File: config.mk
export PLATFORM = sky130hd
export DESIGN_NAME = imm_cell
export DESIGN_NICKNAME = d
export VERILOG_FILES = /design/src/rtl/integer_matrix_multiply_macros.svh /design/src/rtl/imm_pkg.sv /design/src/rtl/imm_cell.sv
export SDC_FILE = /design/constraint.sdc
export NUM_CORES = 2
export LEC_CHECK = 0
export BUFFER_PORTS_ARGS = -buffer_cell sky130_fd_sc_hd__buf_2
export CAP_MARGIN = 10
export CORE_MARGIN = 3
export CORE_UTILIZATION = 30
export CTS_BUF_LIST = sky130_fd_sc_hd__clkbuf_4 sky130_fd_sc_hd__clkbuf_8
export DETAILED_ROUTE_END_ITERATION = 7
export GPL_ROUTABILITY_DRIVEN = 0
export PLACE_DENSITY_LB_ADDON = 0.05
export SYNTH_ARGS = -nofsm -noshare
export SYNTH_HDL_FRONTEND = slang
export SYNTH_SLANG_ARGS = --single-unit
File: constraint.sdc
create_clock -name clk -period 8.2 [get_ports clk]
set_clock_uncertainty 0.05 [all_clocks]
set_input_delay 2.05 -clock clk [delete_from_list [all_inputs] [get_ports clk]]
set_output_delay 2.05 -clock clk [all_outputs]
set_load 0.05 [all_outputs]
File: src/rtl/integer_matrix_multiply_macros.svh
// Assertion macros shared by the integer matrix multiply RTL.
`ifndef INTEGER_MATRIX_MULTIPLY_MACROS_SVH
`define INTEGER_MATRIX_MULTIPLY_MACROS_SVH
`ifndef SYNTHESIS
// Property checked on every rising clk edge outside reset.
`define IMM_ASSERT(lbl, prop, msg) \
	lbl: assert property (@(posedge clk) disable iff (!arst_n) prop) else $error(msg);
// Condition that must never be seen on a rising clk edge outside reset.
`define IMM_NEVER(lbl, cond, msg) \
	lbl: assert property (@(posedge clk) disable iff (!arst_n) !(cond)) else $error(msg);
`else
`define IMM_ASSERT(lbl, prop, msg)
`define IMM_NEVER(lbl, cond, msg)
`endif
`endif

File: src/rtl/imm_pkg.sv
// Shared constants, types and helpers of the integer matrix multiply.
`timescale 1ns / 1ps
package imm_pkg;

	localparam int MAX_DIM     = 8;
	localparam int ELEM_W      = 32;
	localparam int DIM_W       = $clog2(MAX_DIM + 1);
	localparam int IDX_W       = $clog2(MAX_DIM);
	localparam int STORE_DEPTH = MAX_DIM * MAX_DIM;
	localparam int ADDR_W      = $clog2(STORE_DEPTH);
	localparam int POS_W       = $clog2(2 * STORE_DEPTH);
	localparam int CFG_IDX_W   = 2;
	localparam int CFG_DATA_W  = 4;

	// register indexes
	localparam logic [CFG_IDX_W-1:0] REG_ROW_COUNT   = CFG_IDX_W'(0);
	localparam logic [CFG_IDX_W-1:0] REG_COL_COUNT   = CFG_IDX_W'(1);
	localparam logic [CFG_IDX_W-1:0] REG_INNER_COUNT = CFG_IDX_W'(2);

	localparam logic [DIM_W-1:0] DIM_RESET = DIM_W'(MAX_DIM);

	// matrix sizes, already clamped to 1..MAX_DIM
	typedef struct packed {
		logic [DIM_W-1:0] m;
		logic [DIM_W-1:0] n;
		logic [DIM_W-1:0] k;
	} dims_t;

	// one A element travelling along the cell row
	typedef struct packed {
		logic              valid;
		logic [IDX_W-1:0]  t;
		logic              last;
		logic [ELEM_W-1:0] data;
	} feed_t;

	// B element write into one cell's column slots
	typedef struct packed {
		logic              we;
		logic [IDX_W-1:0]  col;
		logic [IDX_W-1:0]  slot;
		logic [ELEM_W-1:0] data;
	} bwr_t;

	// zero counts as one, anything above MAX_DIM as MAX_DIM
	function automatic logic [DIM_W-1:0] clamp_dim(input logic [CFG_DATA_W-1:0] v);
		logic [DIM_W-1:0] r;
		if (v == '0) begin
			r = DIM_W'(1);
		end else if (v > CFG_DATA_W'(MAX_DIM)) begin
			r = DIM_W'(MAX_DIM);
		end else begin
			r = DIM_W'(v);
		end
		return r;
	endfunction

endpackage

File: src/rtl/imm_cell.sv
// One multiply-accumulate cell: holds a column of B and builds one C element per row.
`timescale 1ns / 1ps
module imm_cell (
	input  logic                         clk,
	input  logic                         arst_n,
	input  logic [imm_pkg::IDX_W-1:0]    col_id,
	input  imm_pkg::bwr_t                bwr,
	input  imm_pkg::feed_t               feed_in,
	output imm_pkg::feed_t               feed_out,
	output logic                         done,
	output logic [imm_pkg::ELEM_W-1:0]   acc
);

	logic [imm_pkg::ELEM_W-1:0] b_q [imm_pkg::MAX_DIM];

	logic                       fv_q;
	logic [imm_pkg::IDX_W-1:0]  ft_q;
	logic                       fl_q;
	logic [imm_pkg::ELEM_W-1:0] fd_q;

	logic                       v_s1;
	logic                       first_s1;
	logic                       last_s1;
	logic [imm_pkg::ELEM_W-1:0] prod_s1;

	logic                       done_q;
	logic [imm_pkg::ELEM_W-1:0] acc_q;

	// column slots of B, filled while the matrices load
	always_ff @(posedge clk) begin
		if (bwr.we && bwr.col == col_id) begin
			b_q[bwr.slot] <= bwr.data;
		end
	end

	// hand the A element on to the neighbour
	always_ff @(posedge clk or negedge arst_n) begin
		if (!arst_n) begin
			fv_q <= 1'b0;
		end else begin
			fv_q <= feed_in.valid;
		end
	end

	always_ff @(posedge clk) begin
		ft_q <= feed_in.t;
		fl_q <= feed_in.last;
		fd_q <= feed_in.data;
	end

	assign feed_out = '{valid: fv_q, t: ft_q, last: fl_q, data: fd_q};

	// multiply stage, low word only: wraps as the accumulator does
	always_ff @(posedge clk or negedge arst_n) begin
		if (!arst_n) begin
			v_s1 <= 1'b0;
		end else begin
			v_s1 <= feed_in.valid;
		end
	end

	always_ff @(posedge clk) begin
		prod_s1  <= feed_in.data * b_q[feed_in.t];
		first_s1 <= (feed_in.t == '0);
		last_s1  <= feed_in.last;
	end

	// accumulate; restart on the first term of a row
	always_ff @(posedge clk or negedge arst_n) begin
		if (!arst_n) begin
			done_q <= 1'b0;
		end else begin
			done_q <= v_s1 && last_s1;
		end
	end

	always_ff @(posedge clk) begin
		if (v_s1) begin
			acc_q <= first_s1 ? prod_s1 : acc_q + prod_s1;
		end
	end

	assign done = done_q;
	assign acc  = acc_q;

endmodule

# Word level (Yosys, flattened, before mapping)
# Memory sizes are Yosys's and may differ from the RTL's.
# Cells that the tools add are included.
totals:
  ram_bits: 256
  memories: 1
  wordCells: 18
  register_bits: 103
  input_bits: 81
  output_inout_bits: 70
mem_list:
  columns: ["name", "words", "width", "rd", "rd_clocked_by_memory_dff", "wr", "line_no", "rtl"]
  rows:
  - ["b_q", 8, 32, 1, 0, 1, "imm_cell.sv:14", "logic [imm_pkg::ELEM_W-1:0] b_q [imm_pkg::MAX_DIM];"]
classes:
  mul: 1
  eq_ne: 1
  n_mux: 3
  addsub: 1
  n_reduce_logical: 3
ops:
  columns: ["op", "n"]
  rows:
  - ["32-bit adder", 1]
  - ["32-bit by 32-bit multiplier with 32-bit output", 1]
  - ["32-bit two-way mux", 1]
  - ["3-bit == test", 1]
  - ["3-bit logical NOT", 1]
  - ["1-bit logical AND", 2]
  - ["1-bit two-way mux", 2]

# Depth between registers and ports, before layout
depth:
  depth_word: 4
  depth_mapped: 34
  depth_no_buf: 29

# Worst setup path after synthesis
# OpenSTA, ideal clock, no wires.
synth_path:
  kind: "input to register"
  from: "in feed_in[34] (netlist name)"
  to: "reg prod_s1[31] (netlist name)"
  n_path_buf: 6
  slack_ps: -1668
  t_arrival_ps: 9697
  cell_stages: 31
  setup_time_ps: 121
  t_required_ps: 8029
  path_cell_list: "buf_6 -> buf_12 -> buf_8 -> buf_6 -> mux4_2 -> mux2_2 -> clkbuf_1 -> clkbuf_1 -> and2_1 -> fa_1 -> inv_1 -> fa_1 -> fa_1 -> fa_1 -> inv_1 -> fa_1 -> inv_1 -> fa_1 -> inv_1 -> fa_1 -> fa_1 -> ha_1 -> nand3_1 -> nor2_1 -> and3_1 -> a311oi_2 -> nor2_1 -> o31a_1 -> o41ai_1 -> o21ai_0 -> xnor2_1"
synth_between:
  elab_chain_cells: 2
synth_rtl:
  columns: ["element", "line_no", "rtl"]
  rows:
  - ["start: declaration", "imm_cell.sv:8", "input imm_pkg::feed_t feed_in,"]
  - ["memory 8 x 32 bit", null, null]
  - ["32-bit by 32-bit multiplier with 32-bit output", "imm_cell.sv:63", "prod_s1 <= feed_in.data * b_q[feed_in.t];"]
  - ["end signal: assignment", "imm_cell.sv:63", null]
  - ["end: declaration", "imm_cell.sv:24", "logic [imm_pkg::ELEM_W-1:0] prod_s1;"]
# No other way between the ends.
# A chain may end at the register's enable or synchronous reset.

# Worst setup path after layout
layout_path:
  from: "in feed_in[33] (netlist name)"
  to: "reg prod_s1[31] (netlist name)"
# Same word-level chain as after synthesis.

==> impl_metrics.toml <==
[routing]
vias_per_cell = 4.556
dr_wl_met2_microns = 44000
top_layer = "met5"
routed_wirelength_microns = 92700
drc = 0
wl_met1_microns = 42330
drtAntennaViolNets = 0
dr_wl_met3_microns = 3922
vias = 19600
wl_per_cell_microns = 21.54
drt_pass1_iterations = 8
drt_iter0_markers = 918

[synthesis]
syn-num-nets = 3177
synth_cells = 2533
synth-seq-cells = 359
synth_area_sq_um = 29760
seq_area_frac_synth_pct = 33.87
yosys_warnings = 0
syn_avg_cell_area_sq_um = 11.75
yosys_most_used_dff = "edfxtp_1"
ys_types = 68
ys_async_sr_fraction_pct = 0.5571
synth_edf_count = 288

[placed_design]
numPortBuffers = 150
dp_hpwl_microns = 71980
placed_cell_area_sq_um = 34480

[sta]
period_needed_ps = 8947
rsz0062_at_grt = "true"
setup_violations = 16
clock.fmax_mhz = 111.8
whs_ps = 404.6
tightest_slew_ps = 839.2
min_period_over_period_pct = 109.1
max_slew_margin_pct = 44.05
tns_ps = -7023
worst_slack_ps = -747.0
slew_violations = 0
final_hold_viol_count = 0

[final_layout]
design_area_sq_um = 36900
drive_above_1_share_pct = 26.37
fill_cells = 9741
synthToLayoutAreaGrowth_pct = 23.98
final_nets = 3614

[critical_path]
path_class = "primary input to register"
startpoint = "feed_in[33]"
endpoint = "prod_s1[31]"
required_ps = 8730
cp.arrival_ps = 9470
ff2ff_setup_slack_ps = 520
startpoint_type = "primary input"
worstRegToRegCells = 30
rr_startpoint = "b_q[7][4]"
slowest_stage = "fa_1"
critPathMaxStageDelay_ps = 590
crit_path_end_kind = "register"
timing.rr.end = "prod_s1[31]"
crit_fanout = 8

[flow_run]
cap_violations = 0

[min_path]
hold_class = "register to register"

[cts]
htreeDepth = 3
cts_root_buffer = "clkbuf_8"
cts.clk_slew.worst_paths_ps = 60
cts_tree = "done"
clock_sinks = 359
cts_buffers = 68
holdBufCountCts = 0
clk_latency_ps = 690
cts_buffer_depth = 3

[floorplanning]
placeableCoreArea_sq_um = 97560
ioPinCount = 151
die_area_sq_um = 103000
rows = 114
fp.dieH_microns = 321.0
dieWidth_microns = 321.0
initial_utilization_pct = 30.50

[grt]
grt_pass1_vias = 22090
grt_pass1_wl_microns = 140500
antenna_found_initial = 13
grt_max_degree = 63
track_usage_pct = 18.44
grt_overflow = 0

[run_status]
outcome = "complete, but fails checks"
violations = "setup timing"
## cell usage after synthesis, types with 4 or more instances
| master | instances | share of area [%] |
|---|---|---|
| fa_1 | 409 | 28 |
| inv_1 | 407 | 5.1 |
| nand2_1 | 299 | 3.8 |
| edfxtp_1 | 288 | 29 |
| and2_1 | 269 | 5.7 |
| ha_1 | 154 | 6.5 |
| clkbuf_1 | 84 | 1.1 |
| xnor2_1 | 81 | 2.4 |
| dfxtp_1 | 69 | 4.6 |
| o21ai_0 | 48 | 0.81 |
| a21oi_1 | 43 | 0.72 |
| mux4_2 | 43 | 3.3 |
| nor2_1 | 39 | 0.49 |
| nor2b_1 | 34 | 0.71 |
| mux2i_1 | 33 | 1.1 |
| xor2_1 | 29 | 0.85 |
| a21o_1 | 19 | 0.48 |
| mux2_2 | 12 | 0.45 |
| nand2b_1 | 11 | 0.23 |
| o21a_1 | 11 | 0.28 |
| nor3_1 | 10 | 0.17 |
| o31ai_1 | 10 | 0.25 |
| a221oi_1 | 9 | 0.26 |
| buf_2 | 8 | 0.13 |
| buf_6 | 7 | 0.26 |
| nand3_1 | 7 | 0.12 |
| a211oi_1 | 6 | 0.15 |
| mux4_1 | 6 | 0.53 |
| a221oi_2 | 5 | 0.25 |
| a31oi_1 | 5 | 0.11 |
| and3_1 | 5 | 0.11 |
| a21boi_0 | 4 | 0.10 |
| buf_1 | 4 | 0.050 |
| buf_12 | 4 | 0.27 |
| buf_4 | 4 | 0.10 |
| or3_1 | 4 | 0.084 |
## logic make-up (layout without fill, tap and decap cells)
| group | after synthesis | after routing | synth area share [%] |
|---|---|---|---|
| adders and majority gates | 563 | 563 | 33.99 |
| DFF | 359 | 359 | 33.87 |
| other | 0 | 5 | 0 |
| xor gates and xnor gates | 113 | 113 | 3.422 |
| AOI/OAI and AO/OA | 186 | 186 | 4.301 |
| muxes | 98 | 100 | 5.545 |
| and+or+nand+nor | 693 | 693 | 11.75 |
| buffers and inverters | 521 | 1008 | 7.130 |
## layer usage
layer | GRT usage (%) | up-vias
li1 | - | 9033
met4 | 5.322 | 2
met3 | 3.159 | 125
met1 | 24.99 | 10100
met2 | 30.42 | 346
met5 | 0 | -
## area by class of cell
cell class / count / area (sq um) / area share [%]
multi-input combinational: 1655 / 18430 / 49.95
sequential: 359 / 10080 / 27.32
timing repair buffer: 479 / 3827 / 10.37
tap: 1276 / 1597 / 4.327
inverter: 407 / 1528 / 4.140
clock buffer: 92 / 1160 / 3.143
clock inverter: 30 / 262.8 / 0.7121
antenna: 5 / 12.51 / 0.03391
## through the flow
stage	instances	util (%)	worst slack, ps
after floorplan	2533	-	-1296
after global placement	4151	35.34	-1831
after detailed placement	4151	35.34	-1839
after CTS	4296	37.63	-644.1
after global routing	4299	37.81	-927.0
final	4303	37.82	-747.0
## worst min-delay path by stage
stage                 start    to  slack [ps]  depth (start not counted)
CTS                 last_s1  done         410                          1
global route        last_s1  done         430                          1
global placement    last_s1  done         390                          1
finish              last_s1  done         400                          1
detailed placement  last_s1  done         400                          1
floorplan           last_s1  done         390                          1
## registers in the layout, indices dropped and copies added, names as in the netlist
signal and flops:
acc 32, first_s1 1, ft_q 3, b_q 256
v_s1 1, last_s1 1, fd_q 32, prod_s1 32
done 1
## worst max-delay path: cells and delay by family
kind            cells  cell delay, ps
fa+ha+maj           9            3750
compound gates      6            1290
mux                 2             860
buf+inv             8             710
simple gates        4             670
xor+xnor            1             130
## layout by cell type, fill, tap and decap left out, drive strengths merged, types with 6 or more instances in the layout
| cell | instances |
|---|---|
| buf | 479 |
| inv | 411 |
| fa | 409 |
| nand2 | 302 |
| edfxtp | 288 |
| and2 | 269 |
| ha | 154 |
| clkbuf | 92 |
| xnor2 | 82 |
| dfxtp | 69 |
| mux4 | 49 |
| o21ai | 48 |
| a21oi | 43 |
| nor2 | 39 |
| nor2b | 35 |
| mux2i | 34 |
| xor2 | 30 |
| clkinv | 21 |
| a21o | 19 |
| mux2 | 17 |
| a221oi | 16 |
| o21a | 11 |
| nand2b | 11 |
| o31ai | 10 |
| nor3 | 10 |
| nand3 | 7 |
| a211oi | 6 |
## timing repair
item,CTS,global route
endpoints found under the setup margin,20,19
pin swaps,63,41
gates resized for setup,125,33
setup buffers,23,7
cloned,5,0
Power is not shown: default switching activity piles up to over one toggle a cycle in this logic, so the estimate is an artifact.
