### src/rtl/integer_matrix_multiply_macros.svh
// Assertion macros shared by the integer matrix multiply RTL.
`ifndef INTEGER_MATRIX_MULTIPLY_MACROS_SVH
`define INTEGER_MATRIX_MULTIPLY_MACROS_SVH
`ifndef SYNTHESIS
// Property checked on every rising clk edge outside reset.
`define IMM_ASSERT(lbl, prop, msg) \
	lbl: assert property (@(posedge clk) disable iff (!arst_n) prop) else $error(msg);
// Condition that must never be seen on a rising clk edge outside reset.
`define IMM_NEVER(lbl, cond, msg) \
	lbl: assert property (@(posedge clk) disable iff (!arst_n) !(cond)) else $error(msg);
`else
`define IMM_ASSERT(lbl, prop, msg)
`define IMM_NEVER(lbl, cond, msg)
`endif
`endif

### src/rtl/imm_pkg.sv
// Shared constants, types and helpers of the integer matrix multiply.
`timescale 1ns / 1ps
package imm_pkg;

	localparam int MAX_DIM     = 8;
	localparam int ELEM_W      = 32;
	localparam int DIM_W       = $clog2(MAX_DIM + 1);
	localparam int IDX_W       = $clog2(MAX_DIM);
	localparam int STORE_DEPTH = MAX_DIM * MAX_DIM;
	localparam int ADDR_W      = $clog2(STORE_DEPTH);
	localparam int POS_W       = $clog2(2 * STORE_DEPTH);
	localparam int CFG_IDX_W   = 2;
	localparam int CFG_DATA_W  = 4;

	// register indexes
	localparam logic [CFG_IDX_W-1:0] REG_ROW_COUNT   = CFG_IDX_W'(0);
	localparam logic [CFG_IDX_W-1:0] REG_COL_COUNT   = CFG_IDX_W'(1);
	localparam logic [CFG_IDX_W-1:0] REG_INNER_COUNT = CFG_IDX_W'(2);

	localparam logic [DIM_W-1:0] DIM_RESET = DIM_W'(MAX_DIM);

	// matrix sizes, already clamped to 1..MAX_DIM
	typedef struct packed {
		logic [DIM_W-1:0] m;
		logic [DIM_W-1:0] n;
		logic [DIM_W-1:0] k;
	} dims_t;

	// one A element travelling along the cell row
	typedef struct packed {
		logic              valid;
		logic [IDX_W-1:0]  t;
		logic              last;
		logic [ELEM_W-1:0] data;
	} feed_t;

	// B element write into one cell's column slots
	typedef struct packed {
		logic              we;
		logic [IDX_W-1:0]  col;
		logic [IDX_W-1:0]  slot;
		logic [ELEM_W-1:0] data;
	} bwr_t;

	// zero counts as one, anything above MAX_DIM as MAX_DIM
	function automatic logic [DIM_W-1:0] clamp_dim(input logic [CFG_DATA_W-1:0] v);
		logic [DIM_W-1:0] r;
		if (v == '0) begin
			r = DIM_W'(1);
		end else if (v > CFG_DATA_W'(MAX_DIM)) begin
			r = DIM_W'(MAX_DIM);
		end else begin
			r = DIM_W'(v);
		end
		return r;
	endfunction

endpackage

### src/rtl/imm_ctrl.sv
// Load sequencer, A store and row feeder for the cell row.
`timescale 1ns / 1ps
module imm_ctrl (
	input  logic                               clk,
	input  logic                               arst_n,
	input  logic                               start,
	input  logic signed [imm_pkg::ELEM_W-1:0]  element,
	input  logic                               cfg_clear,
	input  imm_pkg::dims_t                     dims,
	input  logic                               res_last,
	output logic                               busy,
	output imm_pkg::bwr_t                      bwr,
	output imm_pkg::feed_t                     feed
);

	localparam logic [1:0] ST_LOAD  = 2'd0;
	localparam logic [1:0] ST_FEED  = 2'd1;
	localparam logic [1:0] ST_DRAIN = 2'd2;

	logic [1:0] state_q;

	logic [imm_pkg::ELEM_W-1:0] a_mem [imm_pkg::STORE_DEPTH];

	logic [imm_pkg::POS_W-1:0]  pos_q;
	logic [imm_pkg::IDX_W-1:0]  bt_q;
	logic [imm_pkg::IDX_W-1:0]  bj_q;
	logic [imm_pkg::IDX_W-1:0]  fi_q;
	logic [imm_pkg::IDX_W-1:0]  fp_q;
	logic [imm_pkg::ADDR_W-1:0] base_q;

	logic                       fv_q;
	logic [imm_pkg::IDX_W-1:0]  ft_q;
	logic                       fl_q;
	logic [imm_pkg::ELEM_W-1:0] rd_q;

	logic                       accept;
	logic [imm_pkg::POS_W-1:0]  m_w;
	logic [imm_pkg::POS_W-1:0]  n_w;
	logic [imm_pkg::POS_W-1:0]  k_w;
	logic [imm_pkg::POS_W-1:0]  a_len;
	logic [imm_pkg::POS_W-1:0]  b_len;
	logic [imm_pkg::POS_W:0]    total;
	logic [imm_pkg::POS_W:0]    pos_inc;
	logic                       at_end;
	logic                       in_a;
	logic                       bj_wrap;
	logic [imm_pkg::DIM_W-1:0]  span;
	logic                       issue;
	logic                       fp_wrap;
	logic                       fi_wrap;
	logic                       fp_last;
	logic [imm_pkg::ADDR_W-1:0] rd_addr;

	// load bookkeeping
	assign accept  = start && state_q == ST_LOAD;
	assign m_w     = imm_pkg::POS_W'(dims.m);
	assign n_w     = imm_pkg::POS_W'(dims.n);
	assign k_w     = imm_pkg::POS_W'(dims.k);
	assign a_len   = m_w * k_w;
	assign b_len   = k_w * n_w;
	assign total   = {1'b0, a_len} + {1'b0, b_len};
	assign pos_inc = {1'b0, pos_q} + {{imm_pkg::POS_W{1'b0}}, 1'b1};
	assign at_end  = pos_inc == total;
	assign in_a    = pos_q < a_len;
	assign bj_wrap = imm_pkg::DIM_W'(bj_q) + imm_pkg::DIM_W'(1) == dims.n;

	// feed pacing: the row position runs up to max(K, N), issuing A elements only below K
	assign span    = (dims.k > dims.n) ? dims.k : dims.n;
	assign issue   = state_q == ST_FEED && imm_pkg::DIM_W'(fp_q) < dims.k;
	assign fp_wrap = imm_pkg::DIM_W'(fp_q) + imm_pkg::DIM_W'(1) == span;
	assign fi_wrap = imm_pkg::DIM_W'(fi_q) + imm_pkg::DIM_W'(1) == dims.m;
	assign fp_last = imm_pkg::DIM_W'(fp_q) + imm_pkg::DIM_W'(1) == dims.k;
	assign rd_addr = base_q + imm_pkg::ADDR_W'(fp_q);

	// B elements go straight to the cell of their column
	assign bwr = '{we: accept && !in_a, col: bj_q, slot: bt_q, data: element};

	assign busy = state_q != ST_LOAD;

	// A store
	always_ff @(posedge clk) begin
		if (accept && in_a) begin
			a_mem[pos_q[imm_pkg::ADDR_W-1:0]] <= element;
		end
		rd_q <= a_mem[rd_addr];
	end

	// sequencer
	always_ff @(posedge clk or negedge arst_n) begin
		if (!arst_n) begin
			state_q <= ST_LOAD;
			pos_q   <= '0;
			bt_q    <= '0;
			bj_q    <= '0;
			fi_q    <= '0;
			fp_q    <= '0;
			base_q  <= '0;
		end else begin
			case (state_q)
				ST_LOAD: begin
					if (cfg_clear) begin
						pos_q <= '0;
						bt_q  <= '0;
						bj_q  <= '0;
					end else if (accept) begin
						if (!in_a) begin
							if (bj_wrap) begin
								bj_q <= '0;
								bt_q <= bt_q + imm_pkg::IDX_W'(1);
							end else begin
								bj_q <= bj_q + imm_pkg::IDX_W'(1);
							end
						end
						if (at_end) begin
							pos_q   <= '0;
							bt_q    <= '0;
							bj_q    <= '0;
							state_q <= ST_FEED;
						end else begin
							pos_q <= pos_inc[imm_pkg::POS_W-1:0];
						end
					end
				end
				ST_FEED: begin
					if (fp_wrap) begin
						fp_q <= '0;
						if (fi_wrap) begin
							fi_q    <= '0;
							base_q  <= '0;
							state_q <= ST_DRAIN;
						end else begin
							fi_q   <= fi_q + imm_pkg::IDX_W'(1);
							base_q <= base_q + imm_pkg::ADDR_W'(dims.k);
						end
					end else begin
						fp_q <= fp_q + imm_pkg::IDX_W'(1);
					end
				end
				ST_DRAIN: begin
					if (res_last) begin
						state_q <= ST_LOAD;
					end
				end
				default: begin
					state_q <= ST_LOAD;
				end
			endcase
		end
	end

	// feed beat to the first cell, aligned with the store read
	always_ff @(posedge clk or negedge arst_n) begin
		if (!arst_n) begin
			fv_q <= 1'b0;
		end else begin
			fv_q <= issue;
		end
	end

	always_ff @(posedge clk) begin
		ft_q <= fp_q;
		fl_q <= fp_last;
	end

	assign feed = '{valid: fv_q, t: ft_q, last: fl_q, data: rd_q};

endmodule

### config.mk
export PLATFORM = sky130hd
export DESIGN_NAME = imm_ctrl
export DESIGN_NICKNAME = d
export VERILOG_FILES = /design/src/rtl/integer_matrix_multiply_macros.svh /design/src/rtl/imm_pkg.sv /design/src/rtl/imm_ctrl.sv
export SDC_FILE = /design/constraint.sdc
export NUM_CORES = 2
export LEC_CHECK = 0
export BUFFER_PORTS_ARGS = -buffer_cell sky130_fd_sc_hd__buf_2
export CAP_MARGIN = 20
export CORE_UTILIZATION = 35
export DETAILED_ROUTE_END_ITERATION = 7
export SYNTH_ARGS = -nofsm -noshare
export SYNTH_HDL_FRONTEND = slang
export SYNTH_SLANG_ARGS = --single-unit
### constraint.sdc
create_clock -name clk -period 6.46 [get_ports clk]
set_input_delay 0.646 -clock clk [delete_from_list [all_inputs] [get_ports clk]]
set_output_delay 0.646 -clock clk [all_outputs]
set_load 0.05 [all_outputs]
# Yosys cells after proc, flatten, opt, wreduce, memory -nomap -nowiden

Memories as Yosys holds them, arrays and structs flattened. A register that Yosys moved wholly into a read port is not among the register bits.
Cells that the tools add are included.
W data, S select, Z words.

$add $sub $neg: 11
Multiply operators: 2
Magnitude comparators: 3
Eq/ne operators: 14
Multiplexer cells: 26
Reduce and logical (&&, ||, !) cells: 14

Operators by type and width:

| kind                  | count |
|---|---|
| $mux W3               | 12 |
| $mux W7               | 3 |
| $eq A4 B4 Y1          | 4 |
| $mul A4 B4 Y7         | 2 |
| $add A3 B1 Y3 const B | 4 |
| $add A3 B1 Y4 const B | 3 |
| $mux W2               | 6 |
| $ne A2 B2 Y1 const B  | 6 |
| $add A7 B1 Y8 const B | 1 |
| $add A7 B7 Y8         | 1 |
| $eq A8 B8 Y1          | 1 |
| $lt A7 B7 Y1          | 1 |
| $add A6 B3 Y6         | 1 |
| $add A6 B4 Y6         | 1 |
| $mux W6               | 1 |
| $pmux W2 S3           | 1 |
| $reduce_and A6 Y1     | 1 |
| $gt A4 B4 Y1          | 1 |
| $logic_and A1 B1 Y1   | 4 |
| $lt A3 B4 Y1          | 1 |
| $mux W4               | 1 |
| $reduce_and A2 Y1     | 2 |
| $reduce_and A4 Y1     | 1 |
| $reduce_bool A2 Y1    | 2 |
| other kinds (8)       | 9 |

Bits in registers: 32
Bits in writable memories: 2,048
Bits of input ports: 49
Output and inout bits: 77
Memories: 1

Memory list:

| memory | depth | width | read ports | clocked after memory_dff | wr ports | line           | text |
|---|---|---|---|---|---|---|---|
| a_mem  | 64    | 32    | 1          | 1                        | 1        | imm_ctrl.sv:22 | `logic [imm_pkg::ELEM_W-1:0] a_mem [imm_pkg::STORE_DEPTH];` |

# Depth between registers and ports, before layout

Depth after elaboration: 7
Mapped depth: 19

# Least setup slack after synthesis

OpenSTA, ideal clock, no wires.

Path kind: in2reg
Start point: input dims[1] (netlist name)
End point: memory a_mem[17][0] (netlist name), enable pin
Arrival: 6.330 ns
Data required time: 5.999 ns
Setup slack: -0.331 ns
Stages on the path: 15
Path through: clkbuf_1 -> nand2_1 -> fa_1 -> fa_1 -> inv_1 -> fa_1 -> inv_1 -> ha_1 -> a21o_1 -> a21oi_1 -> a21boi_0 -> o21ai_1 -> nand4b_1 -> clkbuf_1 -> nor3_1

Longest elaborated chain between the ends: 5

RTL lines:

| element                       | line           | text |
|---|---|---|
| start, declared               | imm_ctrl.sv:9  | `input imm_pkg::dims_t dims,` |
| $mul A4 B4 Y7                 | imm_ctrl.sv:59 | `assign a_len = m_w * k_w;` |
| $lt A7 B7 Y1                  | imm_ctrl.sv:64 | `assign in_a = pos_q < a_len;` |
| $logic_and A1 B1 Y1           | imm_ctrl.sv:82 | `if (accept && in_a) begin` |
| $mux W1                       | imm_ctrl.sv:82 |  |
| $mux W1 (implied by the code) | imm_ctrl.sv:83 | `a_mem[pos_q[imm_pkg::ADDR_W-1:0]] <= element;` |
| end, declared                 | imm_ctrl.sv:22 |  |

No other way between the ends.

==> flow_metrics.py <==
metrics = {
    "status": {
        "run_status": "finished, final reports clean",
    },
    "pwr": {
        "total_leakage_power_nw": 29.5,
        "powerDensity_nw_per_um2": 531,
        "worst_supply_voltage_drop_on_vdd_mv": 0.564,
    },
    "routing": {
        "drc_errors": 0,
        "vias": 38100,
        "avgViaCountPerCell": 5.40,
        "detail_route.first_pass.iterations": 7,
        "total_wire_length_um": 211000,
        "drt_iter0_markers": 4336,
        "drt.antenna.violating_nets": 0,
        "post_drt_wl_per_cell_um": 29.9,
    },
    "critical_path": {
        "cp_data_arrival_time_ns": 4.27,
        "worstPathRequired_ns": 5.81,
        "path_max_fanout": 12,
        "critical_path.endpoint_type": "output port",
        "critical_path_class": "in -> out",
        "timing.critical_path.from_type": "primary input",
    },
    "floorplan": {
        "die-area_um2": 237000,
        "floorplan.die.height_um": 487,
        "floorplan.io_pins": 126,
        "fp.dieW_um": 487,
        "row_count": 177,
        "coreArea_um2": 233000,
        "start_util": 0.353,
    },
    "layout": {
        "layoutNonFillerInstCount": 7062,
        "synthToLayoutAreaGrowth_pct": 15.0,
        "finish.net_count": 3865,
        "layout-drive-gt1-share": 0.339,
        "final_core_utilization": 0.406,
    },
    "sta": {
        "report.final.slew_viol_count": 0,
        "final.setup.worst_slack_ns": 1.55,
        "slew-limit-headroom": 0.279,
        "hold_viol": 0,
        "whs_ns": 0.126,
        "finClkSkew_ns": 0.0325,
        "post-route-min-period_ns": 4.91,
        "timing_limited_maximum_frequency_ghz": 0.204,
        "final_clock_period_utilization_by_the_worst_path": 0.760,
        "max_slew.worst_pin.slew_ns": 1.07,
        "setup_repair_after_global_routing_missed_its_margin": "no",
        "setup_viol_count_final": 0,
    },
    "placement": {
        "placed_cells": 6670,
        "detailedPlacementHpwl_um": 123000,
        "detailedPlace.worstSlack_ns": 0.900,
        "count_of_port_buffers_added_during_placement": 125,
        "gpl.final_weighted_congestion": 0.786,
    },
    "clocking": {
        "cts_post_setup_buffers_inserted": 0,
        "htreeDepth": 4,
        "numCtsBuffers": 208,
        "cts.reportedPaths.clkPinSlew_ns": 0.06,
        "worst_skew_pair.late_latency_ns": 0.84,
        "cts_tree": "done",
        "cts.sinks": 2112,
        "ctsLongestPathBuffers": 3,
        "cts.root.buffer_cell": "clkbuf_16",
    },
    "synthesis": {
        "ys_seq_area_frac": 0.766,
        "postSynthCellCount": 3449,
        "synth_warn": 0,
        "ys_ff_latch": 2112,
        "async_flop_share": 0.0133,
        "synth_area_leaders": "edfxtp_1 (75%), mux4_2 (18%), dfxtp_1 (0.88%), dfrtp_1 (0.85%), ha_1 (0.85%)",
        "synthesis.area_um2": 82200,
        "synth_flop_type": "edfxtp_1",
        "synth_edf_count": 2048,
        "synth_area_per_cell_um2": 23.8,
        "synth_top_cell_by_area": "edfxtp_1",
        "yosys.cell_types.count": 54,
        "synth_top_cell_area_share": 0.748,
        "synth.net_count": 3565,
    },
    "grt": {
        "overflow": 0,
        "grt_usage": 0.179,
        "first_global_vias": 38600,
        "grt_start_max_net_pins": 102,
        "grt_first_pass_wirelength_um": 299000,
        "grt_antenna_before_repair": 13,
    },
    "run": {
        "max-cap-violations": 0,
    },
    "worst_hold_path": {
        "hp-class": "in -> reg",
    },
}
==> report_power, final <==
group / internal [W] / switching [W] / total, W / leakage (nW)
Sequential: 0.0154 / 0.000223 / 0.0156 / 19.1
Clock: 0.00663 / 0.00509 / 0.0117 / 3.23
Combinational: 0.0103 / 0.0126 / 0.0229 / 7.20
Total: 0.0323 / 0.0179 / 0.0502 / 29.5
==> layout by cell type, fill, tap and decap left out, types with 14 or more instances in the layout <==
| master | instances |
|---|---|
| inv_1 | 40 |
| nor2_1 | 21 |
| buf_4 | 132 |
| buf_2 | 125 |
| xnor2_1 | 30 |
| clkinv_2 | 39 |
| mux4_2 | 672 |
| nor3_2 | 32 |
| and2_1 | 14 |
| o31ai_1 | 14 |
| dfxtp_1 | 36 |
| nand2_1 | 39 |
| edfxtp_1 | 2048 |
| buf_12 | 37 |
| ha_1 | 55 |
| clkinv_1 | 47 |
| dfrtp_1 | 28 |
| nor2_4 | 32 |
| clkbuf_16 | 211 |
| o21ai_0 | 26 |
| a21oi_1 | 20 |
| clkbuf_1 | 47 |
==> path summary, 6_finish.rpt <==
check                      cells past startpoint  slack [ns]             startpoint                     end
max                                           16        1.55                dims[1]                 bwr[38]
min                                            3        0.13               res_last  state_q[1]$_DFFE_PN0P_
max reg2reg                                    7        1.91    fp_q[0]$_DFFE_PN0P_         rd_q[5]$_DFF_P_
min reg2reg                                    1        0.55  base_q[5]$_DFFE_PN0P_   base_q[5]$_DFFE_PN0P_
max in group asynchronous                      2        5.61                 arst_n     fp_q[0]$_DFFE_PN0P_
min in group asynchronous                      2        0.40                 arst_n     fi_q[1]$_DFFE_PN0P_
==> worst max-delay path, stage by stage <==
cell     delay, ns
buf_2         0.23
nand2_1       0.12
fa_1          0.50
fa_1          0.49
inv_1         0.07
fa_1          0.40
a21o_1        0.19
a21oi_1       0.16
xor2_1        0.24
inv_1         0.08
ha_1          0.30
o21a_1        0.11
nor2_1        0.04
a31o_2        0.30
nor2_1        0.10
buf_2         0.27
==> repair_timing <==
action                    in CTS  in global routing
gates resized for setup        0                  0
hold buffers                   1                  0
hold endpoints to repair      28                  0
==> Yosys cell counts (4+ instances only) <==
| library cell | count |
|---|---|
| nand2_1 | 39 |
| mux2i_1 | 4 |
| xor2_1 | 8 |
| a21o_1 | 12 |
| nand3b_1 | 5 |
| or3_1 | 4 |
| xnor2_1 | 34 |
| dfxtp_1 | 36 |
| nor2b_1 | 13 |
| dfrtp_1 | 28 |
| o21ai_0 | 26 |
| nand2b_1 | 4 |
| a31oi_1 | 6 |
| clkbuf_1 | 92 |
| nor2_1 | 53 |
| edfxtp_1 | 2048 |
| o31ai_1 | 14 |
| nand3_1 | 13 |
| ha_1 | 56 |
| inv_1 | 40 |
| fa_1 | 11 |
| nor3_1 | 40 |
| buf_1 | 23 |
| buf_2 | 55 |
| mux4_2 | 672 |
| buf_4 | 34 |
| a21oi_1 | 20 |
| and2_1 | 14 |
==> logic make-up (layout without fill, tap and decap cells) <==
group           after synthesis  after routing  share of synthesized area
flops                      2112           2112                      0.766
compound gates              100            100                    0.00775
buf+inv                     246            719                     0.0137
mux                         676            676                      0.185
other cells                   0              8                          0
xor+xnor                     43             43                    0.00475
simple gates                205            205                     0.0124
fa+ha+maj                    67             67                     0.0112
==> per-stage QoR <==
stage | instance area [um^2] | power (W) | setup TNS, ns
floorplan | 82200 | 0.0305 | -239.60
global placement | 87900 | 0.0393 | 0
detailed placement | 87900 | 0.0393 | 0
CTS | 94500 | 0.0510 | 0
finish | 94600 | 0.0502 | 0
global route | 94500 | 0.0520 | 0
==> registers in the layout, indices dropped and copies added, names as in the netlist <==
name,flops
pos_q,7
a_mem,2048
bt_q,3
fp_q,3
fi_q,3
fv_q,1
fl_q,1
bj_q,3
ft_q,3
rd_q,32
base_q,6
state_q,2
==> layout make-up <==
| cell class | count | area, um^2 |
|---|---|---|
| timing repair buffer | 295 | 2370 |
| sequential | 2112 | 62900 |
| tap | 3132 | 3920 |
| inverter | 41 | 154 |
| clock buffer | 269 | 5610 |
| fill | 20200 | 138000 |
| clock inverter | 114 | 976 |
| multi-input combinational | 1091 | 18600 |
| antenna | 8 | 20.0 |
==> per-layer routing <==
metal	up-vias	GRT usage	part of all wire
met5	-	0	0.00018
li1	15400	-	-
met1	20900	0.258	0.43
met3	254	0.0341	0.078
met2	1560	0.279	0.48
met4	6	0.0423	0.021
No activity file was read; power rests on OpenSTA's default activity.
